### config.mk
export PLATFORM = sky130hd
export DESIGN_NAME = smi_mdio_frame_master
export DESIGN_NICKNAME = d
export VERILOG_FILES = /design/src/rtl/core/smi_pkg.sv /design/src/rtl/core/smi_mdio_frame_master.sv /design/src/rtl/core/smi_frame_core.sv
export SDC_FILE = /design/constraint.sdc
export NUM_CORES = 1
export LEC_CHECK = 0
export BUFFER_PORTS_ARGS = -buffer_cell sky130_fd_sc_hd__buf_2
export CORE_MARGIN = 2
export CORE_UTILIZATION = 30
export DETAILED_ROUTE_END_ITERATION = 10
export SYNTH_ARGS = -nofsm -noshare
export SYNTH_HDL_FRONTEND = slang
export SYNTH_HIERARCHICAL = 1
export SYNTH_SLANG_ARGS = --single-unit
### constraint.sdc
create_clock -name clk -period 4.21 [get_ports clk]
set_input_delay 0.842 -clock clk [delete_from_list [all_inputs] [get_ports clk]]
set_output_delay 0.842 -clock clk [all_outputs]
set_load 0.02 [all_outputs]
### src/rtl/core/smi_pkg.sv
// shared types and constants for the management serial bus frame master
`default_nettype none
package smi_pkg;

	// function codes of an input item
	localparam logic [1:0] FUNC_TICK  = 2'd0;
	localparam logic [1:0] FUNC_WRITE = 2'd1;
	localparam logic [1:0] FUNC_READ  = 2'd2;

	// configuration register indexes
	localparam logic [1:0] REG_HOLD_TICKS    = 2'd0;
	localparam logic [1:0] REG_PREAMBLE_ONES = 2'd1;
	localparam logic [1:0] REG_PHY_ID        = 2'd2;

	localparam logic [7:0] HOLD_TICKS_RST    = 8'd20;
	localparam logic [5:0] PREAMBLE_ONES_RST = 6'd6;
	localparam logic [1:0] PHY_ID_RST        = 2'd0;

	// frame lengths after the preamble
	localparam logic [5:0] WRITE_LEN = 6'd32;
	localparam logic [5:0] READ_LEN  = 6'd15;
	localparam logic [5:0] RECV_LEN  = 6'd16;

	localparam logic [3:0] SOF_WRITE = 4'b0101;
	localparam logic [3:0] SOF_READ  = 4'b0110;
	localparam logic [1:0] TA_WRITE  = 2'b10;

	typedef struct packed {
		logic [1:0]  func;
		logic [7:0]  reg_addr;
		logic [15:0] write_data;
		logic        mdio_in;
	} in_item_t;

	typedef struct packed {
		logic        clock_pulse;
		logic        line_drive;
		logic        line_level;
		logic        busy_res;
		logic [15:0] read_word;
		logic        read_done;
		logic        rejected;
	} out_item_t;

	typedef struct packed {
		logic [7:0] hold_ticks;
		logic [5:0] preamble_ones;
		logic [1:0] phy_id;
	} cfg_t;

endpackage
`default_nettype wire

### src/rtl/core/smi_mdio_frame_master.sv
// top level of the management serial bus frame master
`default_nettype none
// Management serial bus frame master. Each input item is one bit cell: a
// tick emits the next cell of the running frame, a write or read command
// while idle loads a frame (hold low, preamble ones, start/op, id, register,
// data phase). Exactly one result comes back for every item. Items are taken
// one per cycle while the input does not stall: an input register feeds the
// frame sequencer, whose cell is captured in an output register, so a result
// is offered once its item has passed both registers. A new item is taken
// while an older result still waits; with the output stalled and the input
// register full, the input stalls.
// Configuration (hold_ticks 0x0, preamble_ones 0x4, phy_id 0x8) is written
// over APB while no frame is in flight; the user keeps to it, not the block.
module smi_mdio_frame_master (
	input  wire logic               clk,
	input  wire logic               arst_n,
	input  wire logic               in_valid,
	output logic                    in_stall,
	input  wire smi_pkg::in_item_t  in_item,
	output logic                    out_valid,
	input  wire logic               out_stall,
	output smi_pkg::out_item_t      out_item,
	input  wire logic               psel,
	input  wire logic               penable,
	input  wire logic               pwrite,
	input  wire logic [3:0]         paddr,
	input  wire logic [31:0]        pwdata,
	output logic [31:0]             prdata,
	output logic                    pready
);
	import smi_pkg::*;

	cfg_t      cfg_q;
	in_item_t  item_s1;
	logic      valid_s1;
	out_item_t res_q;
	logic      out_valid_q;
	out_item_t res;
	logic      advance;
	logic      in_take;
	logic      cfg_wr;
	logic [1:0] reg_idx;

	assign pready  = 1'b1;
	assign reg_idx = paddr[3:2];
	assign cfg_wr  = psel && penable && pwrite;

	always_ff @(posedge clk or negedge arst_n) begin
		if (!arst_n) begin
			cfg_q.hold_ticks    <= HOLD_TICKS_RST;
			cfg_q.preamble_ones <= PREAMBLE_ONES_RST;
			cfg_q.phy_id        <= PHY_ID_RST;
		end else if (cfg_wr) begin
			unique case (reg_idx)
				REG_HOLD_TICKS:    cfg_q.hold_ticks    <= pwdata[7:0];
				REG_PREAMBLE_ONES: cfg_q.preamble_ones <= pwdata[5:0];
				REG_PHY_ID:        cfg_q.phy_id        <= pwdata[1:0];
				default: ;
			endcase
		end
	end

	always_comb begin
		unique case (reg_idx)
			REG_HOLD_TICKS:    prdata = {24'd0, cfg_q.hold_ticks};
			REG_PREAMBLE_ONES: prdata = {26'd0, cfg_q.preamble_ones};
			REG_PHY_ID:        prdata = {30'd0, cfg_q.phy_id};
			default:           prdata = '0;
		endcase
	end

	// stage 1 moves on when the output register is free or being taken
	assign advance  = valid_s1 && (!out_valid_q || !out_stall);
	assign in_stall = valid_s1 && !advance;
	assign in_take  = in_valid && !in_stall;

	always_ff @(posedge clk or negedge arst_n) begin
		if (!arst_n) begin
			valid_s1 <= 1'b0;
		end else if (in_take || advance) begin
			valid_s1 <= in_take;
		end
	end

	always_ff @(posedge clk) begin
		if (in_take) begin
			item_s1 <= in_item;
		end
	end

	smi_frame_core u_core (
		.clk    (clk),
		.arst_n (arst_n),
		.step   (advance),
		.item   (item_s1),
		.cfg    (cfg_q),
		.res    (res)
	);

	always_ff @(posedge clk or negedge arst_n) begin
		if (!arst_n) begin
			out_valid_q <= 1'b0;
		end else if (advance) begin
			out_valid_q <= 1'b1;
		end else if (!out_stall) begin
			out_valid_q <= 1'b0;
		end
	end

	always_ff @(posedge clk) begin
		if (advance) begin
			res_q <= res;
		end
	end

	assign out_valid = out_valid_q;
	assign out_item  = res_q;

endmodule
`default_nettype wire

### src/rtl/core/smi_frame_core.sv
// frame sequencer: one bit cell per item, state advances on each step
`default_nettype none
module smi_frame_core (
	input  wire logic              clk,
	input  wire logic              arst_n,
	input  wire logic              step,
	input  wire smi_pkg::in_item_t item,
	input  wire smi_pkg::cfg_t     cfg,
	output smi_pkg::out_item_t     res
);
	import smi_pkg::*;

	typedef enum logic [2:0] {
		PH_IDLE,
		PH_HOLD,
		PH_PRE,
		PH_SEND,
		PH_RECV
	} phase_t;

	phase_t      phase_q, phase_d;
	logic [5:0]  bit_count_q, bit_count_d;
	logic [7:0]  hold_count_q, hold_count_d;
	logic [31:0] send_shift_q, send_shift_d;
	logic [15:0] recv_shift_q, recv_shift_d;
	logic        is_read_q, is_read_d;

	logic        start;
	logic [5:0]  send_len;
	logic [5:0]  bit_count_dec;
	logic [7:0]  hold_count_dec;

	assign start          = (item.func == FUNC_WRITE) || (item.func == FUNC_READ);
	assign send_len       = is_read_q ? READ_LEN : WRITE_LEN;
	assign bit_count_dec  = bit_count_q - 6'd1;
	assign hold_count_dec = hold_count_q - 8'd1;

	always_comb begin
		phase_d      = phase_q;
		bit_count_d  = bit_count_q;
		hold_count_d = hold_count_q;
		send_shift_d = send_shift_q;
		recv_shift_d = recv_shift_q;
		is_read_d    = is_read_q;
		res          = '0;

		if (phase_q == PH_IDLE) begin
			if (start) begin
				res.busy_res = 1'b1;
				is_read_d    = (item.func == FUNC_READ);
				if (item.func == FUNC_READ) begin
					send_shift_d = {SOF_READ, cfg.phy_id, item.reg_addr, 18'd0};
				end else begin
					send_shift_d = {SOF_WRITE, cfg.phy_id, item.reg_addr, TA_WRITE,
						item.write_data};
				end
				recv_shift_d = '0;
				// skip empty hold and preamble parts
				if (cfg.hold_ticks != 8'd0) begin
					phase_d      = PH_HOLD;
					hold_count_d = cfg.hold_ticks;
				end else if (cfg.preamble_ones != 6'd0) begin
					phase_d     = PH_PRE;
					bit_count_d = cfg.preamble_ones;
				end else begin
					phase_d     = PH_SEND;
					bit_count_d = (item.func == FUNC_READ) ? READ_LEN : WRITE_LEN;
				end
			end
		end else begin
			res.busy_res = 1'b1;
			res.rejected = start;
			unique case (phase_q)
				PH_HOLD: begin
					res.line_drive = 1'b1;
					hold_count_d   = hold_count_dec;
					if (hold_count_dec == 8'd0) begin
						if (cfg.preamble_ones != 6'd0) begin
							phase_d     = PH_PRE;
							bit_count_d = cfg.preamble_ones;
						end else begin
							phase_d     = PH_SEND;
							bit_count_d = send_len;
						end
					end
				end
				PH_PRE: begin
					res.clock_pulse = 1'b1;
					res.line_drive  = 1'b1;
					res.line_level  = 1'b1;
					bit_count_d     = bit_count_dec;
					if (bit_count_dec == 6'd0) begin
						phase_d     = PH_SEND;
						bit_count_d = send_len;
					end
				end
				PH_SEND: begin
					res.clock_pulse = 1'b1;
					res.line_drive  = 1'b1;
					res.line_level  = send_shift_q[31];
					send_shift_d    = {send_shift_q[30:0], 1'b0};
					bit_count_d     = bit_count_dec;
					if (bit_count_dec == 6'd0) begin
						if (is_read_q) begin
							phase_d      = PH_RECV;
							bit_count_d  = RECV_LEN;
							recv_shift_d = '0;
						end else begin
							phase_d = PH_IDLE;
						end
					end
				end
				PH_RECV: begin
					res.clock_pulse = 1'b1;
					recv_shift_d    = {recv_shift_q[14:0], item.mdio_in};
					bit_count_d     = bit_count_dec;
					if (bit_count_dec == 6'd0) begin
						res.read_done = 1'b1;
						res.read_word = recv_shift_d;
						phase_d       = PH_IDLE;
					end
				end
				default: begin
					phase_d = PH_IDLE;
				end
			endcase
		end
	end

	always_ff @(posedge clk or negedge arst_n) begin
		if (!arst_n) begin
			phase_q      <= PH_IDLE;
			bit_count_q  <= '0;
			hold_count_q <= '0;
			send_shift_q <= '0;
			recv_shift_q <= '0;
			is_read_q    <= 1'b0;
		end else if (step) begin
			phase_q      <= phase_d;
			bit_count_q  <= bit_count_d;
			hold_count_q <= hold_count_d;
			send_shift_q <= send_shift_d;
			recv_shift_q <= recv_shift_d;
			is_read_q    <= is_read_d;
		end
	end

endmodule
`default_nettype wire
; Word level (Yosys, flattened, before mapping)
; Cells that the tools add are included.
[op_classes]
n_eq_ne = 17
bitwise = 2
addsub = 2
mux = 43
n_reduce_logical = 35
[op_table]
columns = operator, count
row1 = $mux 32, 3
row2 = $mux 6, 11
row3 = $mux 15, 4
row4 = $mux 8, 4
row5 = $mux 30, 1
row6 = $pmux 15 s2, 1
row7 = $mux 3, 8
row8 = $pmux 6 s4, 1
row9 = $pmux 8 s3, 1
row10 = $ne 3x1->1 const B, 5
row11 = $pmux 3 s4, 1
row12 = $reduce_and 5->1, 2
row13 = $reduce_or 3->1, 3
row14 = $logic_not 8->1, 1
row15 = $reduce_bool 8->1, 1
row16 = $sub 8x1->8 const B, 1
row17 = $mux 1, 7
row18 = $eq 3x2->1 const B, 2
row19 = $logic_not 6->1, 1
row20 = $reduce_and 2->1, 3
row21 = $reduce_and 3->1, 2
row22 = $reduce_and 6->1, 1
row23 = $reduce_bool 6->1, 1
row24 = $sub 6x1->6 const B, 1
row25 = other kinds (18), 33
[word_totals]
elab_cells = 121
output_inout_bits = 57
input_bits = 70
register_bits = 132

; Depth between registers and ports, before layout
; Gate-level depths: netlist of the first run.
[depth]
word_depth = 8
depth_mapped = 9
depth_no_buf = 8

; Hierarchy
; The synthesis of the first run kept the hierarchy.
[by_module_without_submodules]
columns = mod, seq_area_each_um2, instances, cells_each, area_per_inst_um2
row1 = smi_frame_core, 1626.6, 1, 419, 3698.5
row2 = smi_mdio_frame_master, 1926.8, 1, 141, 2513.7

; Worst setup path after synthesis of the first run
; Ideal clock, no wire load.
[synth_path]
path_type = input-to-reg
start = input out_stall
end = register u_core.bit_count_q[2]
cell_stages = 7
arrival_ps = 3969
slack_ps = 110
t_required_ps = 4079
path_cell_list = a21boi_0 > o211ai_1 > o21ai_2 > nand3_2 > buf_6 > nor3_1 > o32ai_1
[synth_via]
elab_chain_cells = 4
[synth_lines]
columns = item, line_no
row1 = "start, declared", smi_mdio_frame_master.sv:21  ; input wire logic out_stall,
row2 = $logic_not 1->1, -
row3 = $logic_or 1x1->1, smi_mdio_frame_master.sv:73  ; assign advance = valid_s1 && (!out_valid_q || !out_stall);
row4 = $logic_and 1x1->1, smi_mdio_frame_master.sv:73
row5 = $reduce_and 5->1 (no source line), -
row6 = "end signal, assigned", smi_frame_core.sv:140  ; bit_count_q <= bit_count_d;
row7 = "end, declared", smi_frame_core.sv:22  ; logic [5:0] bit_count_q, bit_count_d;
; No other way between the ends.
; A chain may end at the register's enable or synchronous reset.

; Final worst setup path of the first run
[layout_path]
start = register u_core.bit_count_q[0]
end = register res_q (netlist bit out_item[10]) (data pin)
[layout_via]
elab_chain_cells = 4
[layout_lines]
columns = item, line_no
row1 = $sub 6x1->6, smi_frame_core.sv:35  ; assign bit_count_dec = bit_count_q - 6'd1;
row2 = $logic_not 6->1, smi_frame_core.sv:117  ; if (bit_count_dec == 6'd0) begin
row3 = $not 1->1 (no source line), -
row4 = $reduce_or 3->1 (no source line), -
row5 = "end signal, assigned", smi_mdio_frame_master.sv:112  ; res_q <= res;
row6 = "end, declared", smi_mdio_frame_master.sv:36  ; out_item_t res_q;
; No other way between the ends.

==> results.ini, run 1 <==
[place]
dp.cells = 879
hpwl_um = 8409
portBuffers = 75
routabilityCongestion = 0.8740

[pwr]
p_total_mw = 4.550
p_per_area_nw_per_um2 = 617.8
p_leak_nw = 3.243
peakVddDrop_mv = 0.3366

[min_path]
hold_class = reg -> reg
hp-start = valid_s1
hold_path_end = out_valid
whs_path_depth = 1

[clock_tree]
post_cts_buffers = 0
cts_tree = built
cts_made_buffers = 17
cts_hold_buf = 0
clk_pin_slew_ns = 0.06
post_cts_resized = 0
cts_max_level = 4
cts.sinks = 132
cts_buffer_depth = 2
clock_latency_ns = 0.42
root_buffer = clkbuf_16

[layout]
final_common_cell = dfrtp_1
final_util = 0.3628
multi_input_area_um2 = 2356
fillCellCount = 2012
final_cell_mix = dfrtp_1 (79), buf_2 (74), nand2_1 (56)
finalNonFillerCells = 911
drive_above_1_share = 0.2324
register_area_um2 = 3553
areaGrowthSynthToFinish_pct = 18.55
antenna_cells = 0
finalNetCount = 703

[detailed_routing]
dr.pass1.iters = 4
drc_errors = 0
avgViaCountPerCell = 4.613
ant_nets = 0
first_iter_violations = 246
vias = 4202
routedWlPerCell_um = 13.73
wirelength_um = 12500

[synthesis]
yosysWarnings = 6
synthCells = 560
yosysSeqAreaShare = 0.5720
synth_edf_count = 49
syn_avg_cell_area_um2 = 11.09
synth_ff_type = dfrtp_1
syn_area_um2 = 6212
ys_async_sr_fraction = 0.6288
synth_cell_type_count = 67
synth_seq_cells = 132

[floorplanning]
dieWidth_um = 147.9
start_util = 0.3060
fp.coreArea_um2 = 20300
pin_count = 127
die_h_um = 147.9
row_count = 52
die_area_um2 = 21870

[setup_path]
path_cells = inv_1, ha_1, xor2_1, nor3_1, nand2_1, nor2_1, and2_1
r2r_cells = 7
cp-start-kind = register
path_max_fanout = 17
arrival_ns = 2.85
cp_slowest_cell = nor2_1
rrSetupSlack_ns = 1.64
slowest_delay_ns = 0.72
r2r_end = out_item[10]
crit_type = reg -> reg
crit_required_ns = 4.50
cp-end-kind = register
worstReg2RegStart = u_core/bit_count_q[0]

[timing]
rsz0062_at_grt = no
relSlewSlack = 0.3324
tns_ns = 0
drv_slew = 0
finalSetupViolCount = 0
fin_crit_sh = 0.6095
worstMarginPinSlew_ns = 1.001
finalClockSkew_ns = 0.01032
fmax_ghz = 0.3897
finalCriticalPeriod_ns = 2.566
finalHoldViolCount = 0

[global_routing]
grt_pass1_vias = 4071
grt_max_degree = 65
antenna_found_initial = 0
grt_use_total = 0.1195
overflow = 0
grt_pass1_wl_um = 20670

[outcome]
outcome = completed

[run]
maxCapViolations = 0

worst max path at each step:
stage / start / endpoint / slack, ns / cells after the start
detailed placement: out_stall / u_core/hold_count_q[0] / 1.42 / 7
floorplan: out_stall / u_core/bit_count_q[2] / 0.11 / 7
global route: u_core/bit_count_q[0] / out_item[8] / 1.27 / 7
global placement: out_stall / u_core/hold_count_q[0] / 1.44 / 7
finish: u_core/bit_count_q[0] / out_item[10] / 1.64 / 7
CTS: u_core/bit_count_q[0] / out_item[10] / 1.58 / 7
synthesized netlist by cell type (all sizes together) (14+ instances only):
library cell  instances  area, µm²
dfrtp                79       1977
nand2                57      216.5
o21ai                56      284.0
edfxtp               49       1471
buf                  39      276.5
a21oi                31      155.2
nor2                 31      118.9
and2                 20      125.1
mux2i                19      190.2
clkbuf               17      63.81
mux2                 17      191.4
a22o                 16      140.1
and3                 16      100.1
inv                  14      52.55
metrics by stage:
step	hold WS (ns)	worst slack, ns	cell area [µm²]
2_1_floorplan	0.4424	0.1098	6299
5_1_grt	0.4963	1.269	7365
6_report	0.4749	1.644	7365
4_1_cts	0.4778	1.575	7365
3_3_place_gp	0.4491	1.441	6730
3_5_place_dp	0.4659	1.421	6730
kinds of logic (layout without fill, tap and decap cells):
| group | count (synthesis) | count (layout) | synth area share |
|---|---|---|---|
| adder cells (fa/ha/maj) | 5 | 5 | 0.01007 |
| AND/OR/NAND/NOR | 172 | 172 | 0.1458 |
| XOR/XNOR | 5 | 5 | 0.007051 |
| AO/OA/AOI/OAI | 138 | 138 | 0.1392 |
| buffers and inverters | 70 | 128 | 0.06324 |
| multiplexers | 36 | 36 | 0.06143 |
| other | 2 | 25 | 0.001209 |
| flip-flops | 132 | 132 | 0.5720 |
report_power, final:
group / switching (mW) / internal [mW]
Combinational: 0.680 / 0.465
Sequential: 0.248 / 1.59
Clock: 0.541 / 1.02
state kept, by name (all words and copies together) (netlist names):
| name | cells |
|---|---|
| u_core/is_read_q | 1 |
| u_core/phase_q | 3 |
| out_valid | 1 |
| u_core/hold_count_q | 8 |
| u_core/recv_shift_q | 15 |
| out_item | 22 |
| valid_s1 | 1 |
| u_core/bit_count_q | 6 |
| u_core/send_shift_q | 32 |
| cfg_q | 16 |
| item_s1 | 27 |
layer usage:
layer  track usage  wire length (µm)  vias up
li1              -                 -     2106
met1        0.1491              5583     1980
met2        0.1986              6158       99
met3       0.02963               503       17
met4       0.05000               258        0
met5             0                 0        -
cell type report:
type | count | share of cell area
multi-input combinational | 381 | 0.3199
clock inverter | 12 | 0.02412
inverter | 14 | 0.007136
timing repair buffer | 82 | 0.05844
sequential | 132 | 0.4825
tap | 270 | 0.04587
clock buffer | 20 | 0.06201
worst max-delay path, delay by kind of cell (launching register included):
| kind | cells | cell delay, ns |
|---|---|---|
| adders and majority gates | 1 | 0.30 |
| and+or+nand+nor | 4 | 1.39 |
| xor gates and xnor gates | 1 | 0.19 |
| buffers and inverters | 1 | 0.07 |
| DFF | 1 | 0.48 |
(Power assumes the default switching activity.)
==> inputs of run 2 (changes only) <==
==> constraint.sdc (replaced) <==
create_clock -name clk -period 2.65 [get_ports clk]
set_input_delay 0.53 -clock clk [delete_from_list [all_inputs] [get_ports clk]]
set_output_delay 0.53 -clock clk [all_outputs]
set_load 0.02 [all_outputs]
==> run 2 against run 1 <==
Combinational power grew 68%. Design area increased by 0.29%. Critical path depth up 1. Non-clock buffer count rose by 10. Maximum frequency increased by 11%. Sequential share of layout area decreased by 0.14 points. Total power increased by 54%. Critical endpoint is now u_core/bit_count_q[2]. Largest cell class unchanged. Largest power group unchanged.
==> results.ini, run 2 (same netlist as run 1, synthesis figures left out) <==
[outcome]
outcome = completed  ; unchanged

[timing]
fmax_ghz = 0.4314  ; was 0.3897 GHz
finalCriticalPeriod_ns = 2.318  ; was 2.566 ns
finalHoldViolCount = 0  ; unchanged
worstMarginPinSlew_ns = 0.6260  ; was 1.001 ns
fin_crit_sh = 0.8747  ; was 0.6095
relSlewSlack = 0.5824  ; was 0.3324
rsz0062_at_grt = no  ; unchanged
finalSetupViolCount = 0  ; unchanged
drv_slew = 0  ; unchanged
tns_ns = 0  ; unchanged
finalClockSkew_ns = 0.01068  ; was 0.01032 ns

[setup_path]
arrival_ns = 2.63  ; was 2.85 ns
path_cells = inv_1, ha_1, xor2_1, nor3_1, and2_1, nand3_1, o211a_1, o32ai_1  ; was inv_1, ha_1, xor2_1, nor3_1, nand2_1, nor2_1, and2_1
cp-end-kind = register  ; unchanged
crit_required_ns = 2.96  ; was 4.50 ns
slowest_delay_ns = 0.50  ; was 0.72 ns
cp-start-kind = register  ; unchanged
path_max_fanout = 8  ; was 17
crit_type = reg -> reg  ; unchanged
cp_slowest_cell = dfrtp_1  ; was nor2_1

[pwr]
peakVddDrop_mv = 0.5131  ; was 0.3366 mV
p_per_area_nw_per_um2 = 947.2  ; was 617.8 nW/µm²
comb_power_share = 0.276  ; was 0.252
p_total_mw = 6.996  ; was 4.550 mW
pwr-share-clk = 0.312  ; was 0.344
seqPwrFrac = 0.411  ; was 0.405
p_leak_nw = 3.251  ; was 3.243 nW
switchingPower_mw = 2.363  ; was 1.469 mW
p_int_mw = 4.633  ; was 3.080 mW
switching_share = 0.3377  ; was 0.3230

[detailed_routing]
routedWlPerCell_um = 13.95  ; was 13.73 µm
dr.pass1.iters = 4  ; unchanged
ant_nets = 0  ; unchanged
wirelength_um = 12840  ; was 12500 µm
vias = 4238  ; was 4202
first_iter_violations = 170  ; was 246
avgViaCountPerCell = 4.602  ; was 4.613
drc_errors = 0  ; unchanged

[layout]
finalNonFillerCells = 921  ; was 911
fillCellCount = 2043  ; was 2012
areaGrowthSynthToFinish_pct = 18.89  ; was 18.55%
largest_register = u_core/send_shift_q  ; unchanged
final_common_cell = dfrtp_1  ; unchanged
finalNetCount = 713  ; was 703
drive_above_1_share = 0.2427  ; was 0.2324
final_cell_mix = dfrtp_1 (79), buf_2 (74), nand2_1 (56)  ; unchanged
largest_reg_flops = 32  ; unchanged
antenna_cells = 0  ; unchanged

[clock_tree]
root_buffer = clkbuf_16  ; unchanged
clock_latency_ns = 0.42  ; about the same
clk_pin_slew_ns = 0.06  ; about the same
post_cts_buffers = 0  ; unchanged
cts_max_level = 4  ; unchanged
post_cts_resized = 0  ; unchanged
cts_buffer_depth = 2  ; unchanged
cts_tree = built  ; unchanged
cts_made_buffers = 17  ; unchanged
cts.sinks = 132  ; unchanged
cts_hold_buf = 0  ; unchanged

[global_routing]
grt_pass1_wl_um = 21210  ; was 20670 µm
antenna_found_initial = 0  ; unchanged
grt_use_total = 0.1231  ; was 0.1195
grt_max_degree = 65  ; unchanged
overflow = 0  ; unchanged
grt_pass1_vias = 4146  ; was 4071

[min_path]
hold_class = in -> async  ; was reg -> reg

[floorplanning]
dieWidth_um = 147.9  ; unchanged
pin_count = 127  ; unchanged
start_util = 0.3060  ; unchanged
die_h_um = 147.9  ; unchanged
die_area_um2 = 21870  ; unchanged
row_count = 52  ; unchanged
fp.coreArea_um2 = 20300  ; unchanged

[place]
dp.cells = 889  ; was 879
hpwl_um = 8691  ; was 8409 µm
portBuffers = 75  ; unchanged
routabilityCongestion = 0.8267  ; was 0.8740

[run]
maxCapViolations = 0  ; unchanged

## run 2: cell count changes in the layout (fill, tap and decap cells not counted)
| cell | before | now |
|---|---|---|
| buf_12 | 0 | 2 |
| buf_4 | 8 | 16 |
| bufinv_16 | 4 | 1 |
| clkbuf_1 | 1 | 2 |
| clkbuf_8 | 2 | 1 |
| clkinv_4 | 3 | 2 |
| clkinvlp_4 | 1 | 5 |
## run 2: metrics by stage
step / hold WS, ns / utilization / setup WS (ns) / cell area [µm²]
after floorplan: 0.2344 / - / 0.1060 / 6302
after global routing: 0.09433 / 0.3638 / 0.1280 / 7386
after global placement: 0.4577 / 0.3365 / 0.3340 / 6830
after detailed placement: 0.4690 / 0.3365 / 0.3315 / 6830
final: 0.06236 / 0.3638 / 0.3321 / 7386
after CTS: 0.07592 / 0.3638 / 0.3480 / 7386
## run 2: layout make-up
class | count | area, µm² | share of cell area
multi-input cells | 381 | 2356 | 0.3190
flip-flops and latches | 132 | 3553 | 0.4811
clock inverters | 12 | 108.9 | 0.01474
repair buffers | 92 | 530.5 | 0.07183
inverters | 14 | 52.55 | 0.007115
well taps | 270 | 337.8 | 0.04574
clock buffers | 20 | 446.7 | 0.06048
## run 2: worst paths after layout
path,start,to,slack [ns],depth (start not counted)
worst min-delay path,arst_n,u_core/send_shift_q[19],0.06,1
worst max register to register,u_core/bit_count_q[0],u_core/bit_count_q[2],0.33,8
worst max-delay path,u_core/bit_count_q[0],u_core/bit_count_q[2],0.33,8
min in group clk,in_item[0],item_s1[0],0.28,1
max in group asynchronous,arst_n,u_core/send_shift_q[1],1.94,2
worst min register to register,u_core/send_shift_q[23],u_core/send_shift_q[23],0.48,2
## run 2: power by group through the flow
stage	sequential (mW)	combinational, mW	clock, mW
global placement	2.91	1.90	0
global route	2.94	2.19	2.34
CTS	2.88	1.94	2.25
finish	2.88	1.93	2.18
detailed placement	2.91	1.93	0
floorplan	2.82	1.51	0
## run 2: per-layer routing
metal  vias up  share of wire  global-route usage
met5         -              0                   0
met4         0          0.020             0.05571
met3        13          0.031             0.02685
met2        89           0.50              0.2053
met1      2008           0.45              0.1534
li1       2128              -                   -
## run 2: critical path: cells and delay by family, from the launching register on
family                   cells  cell delay (ns)
flip-flops                   1             0.50
AO/OA/AOI/OAI                2             0.45
XOR/XNOR                     1             0.18
adder cells (fa/ha/maj)      1             0.29
buffers and inverters        1             0.08
AND/OR/NAND/NOR              3             0.70
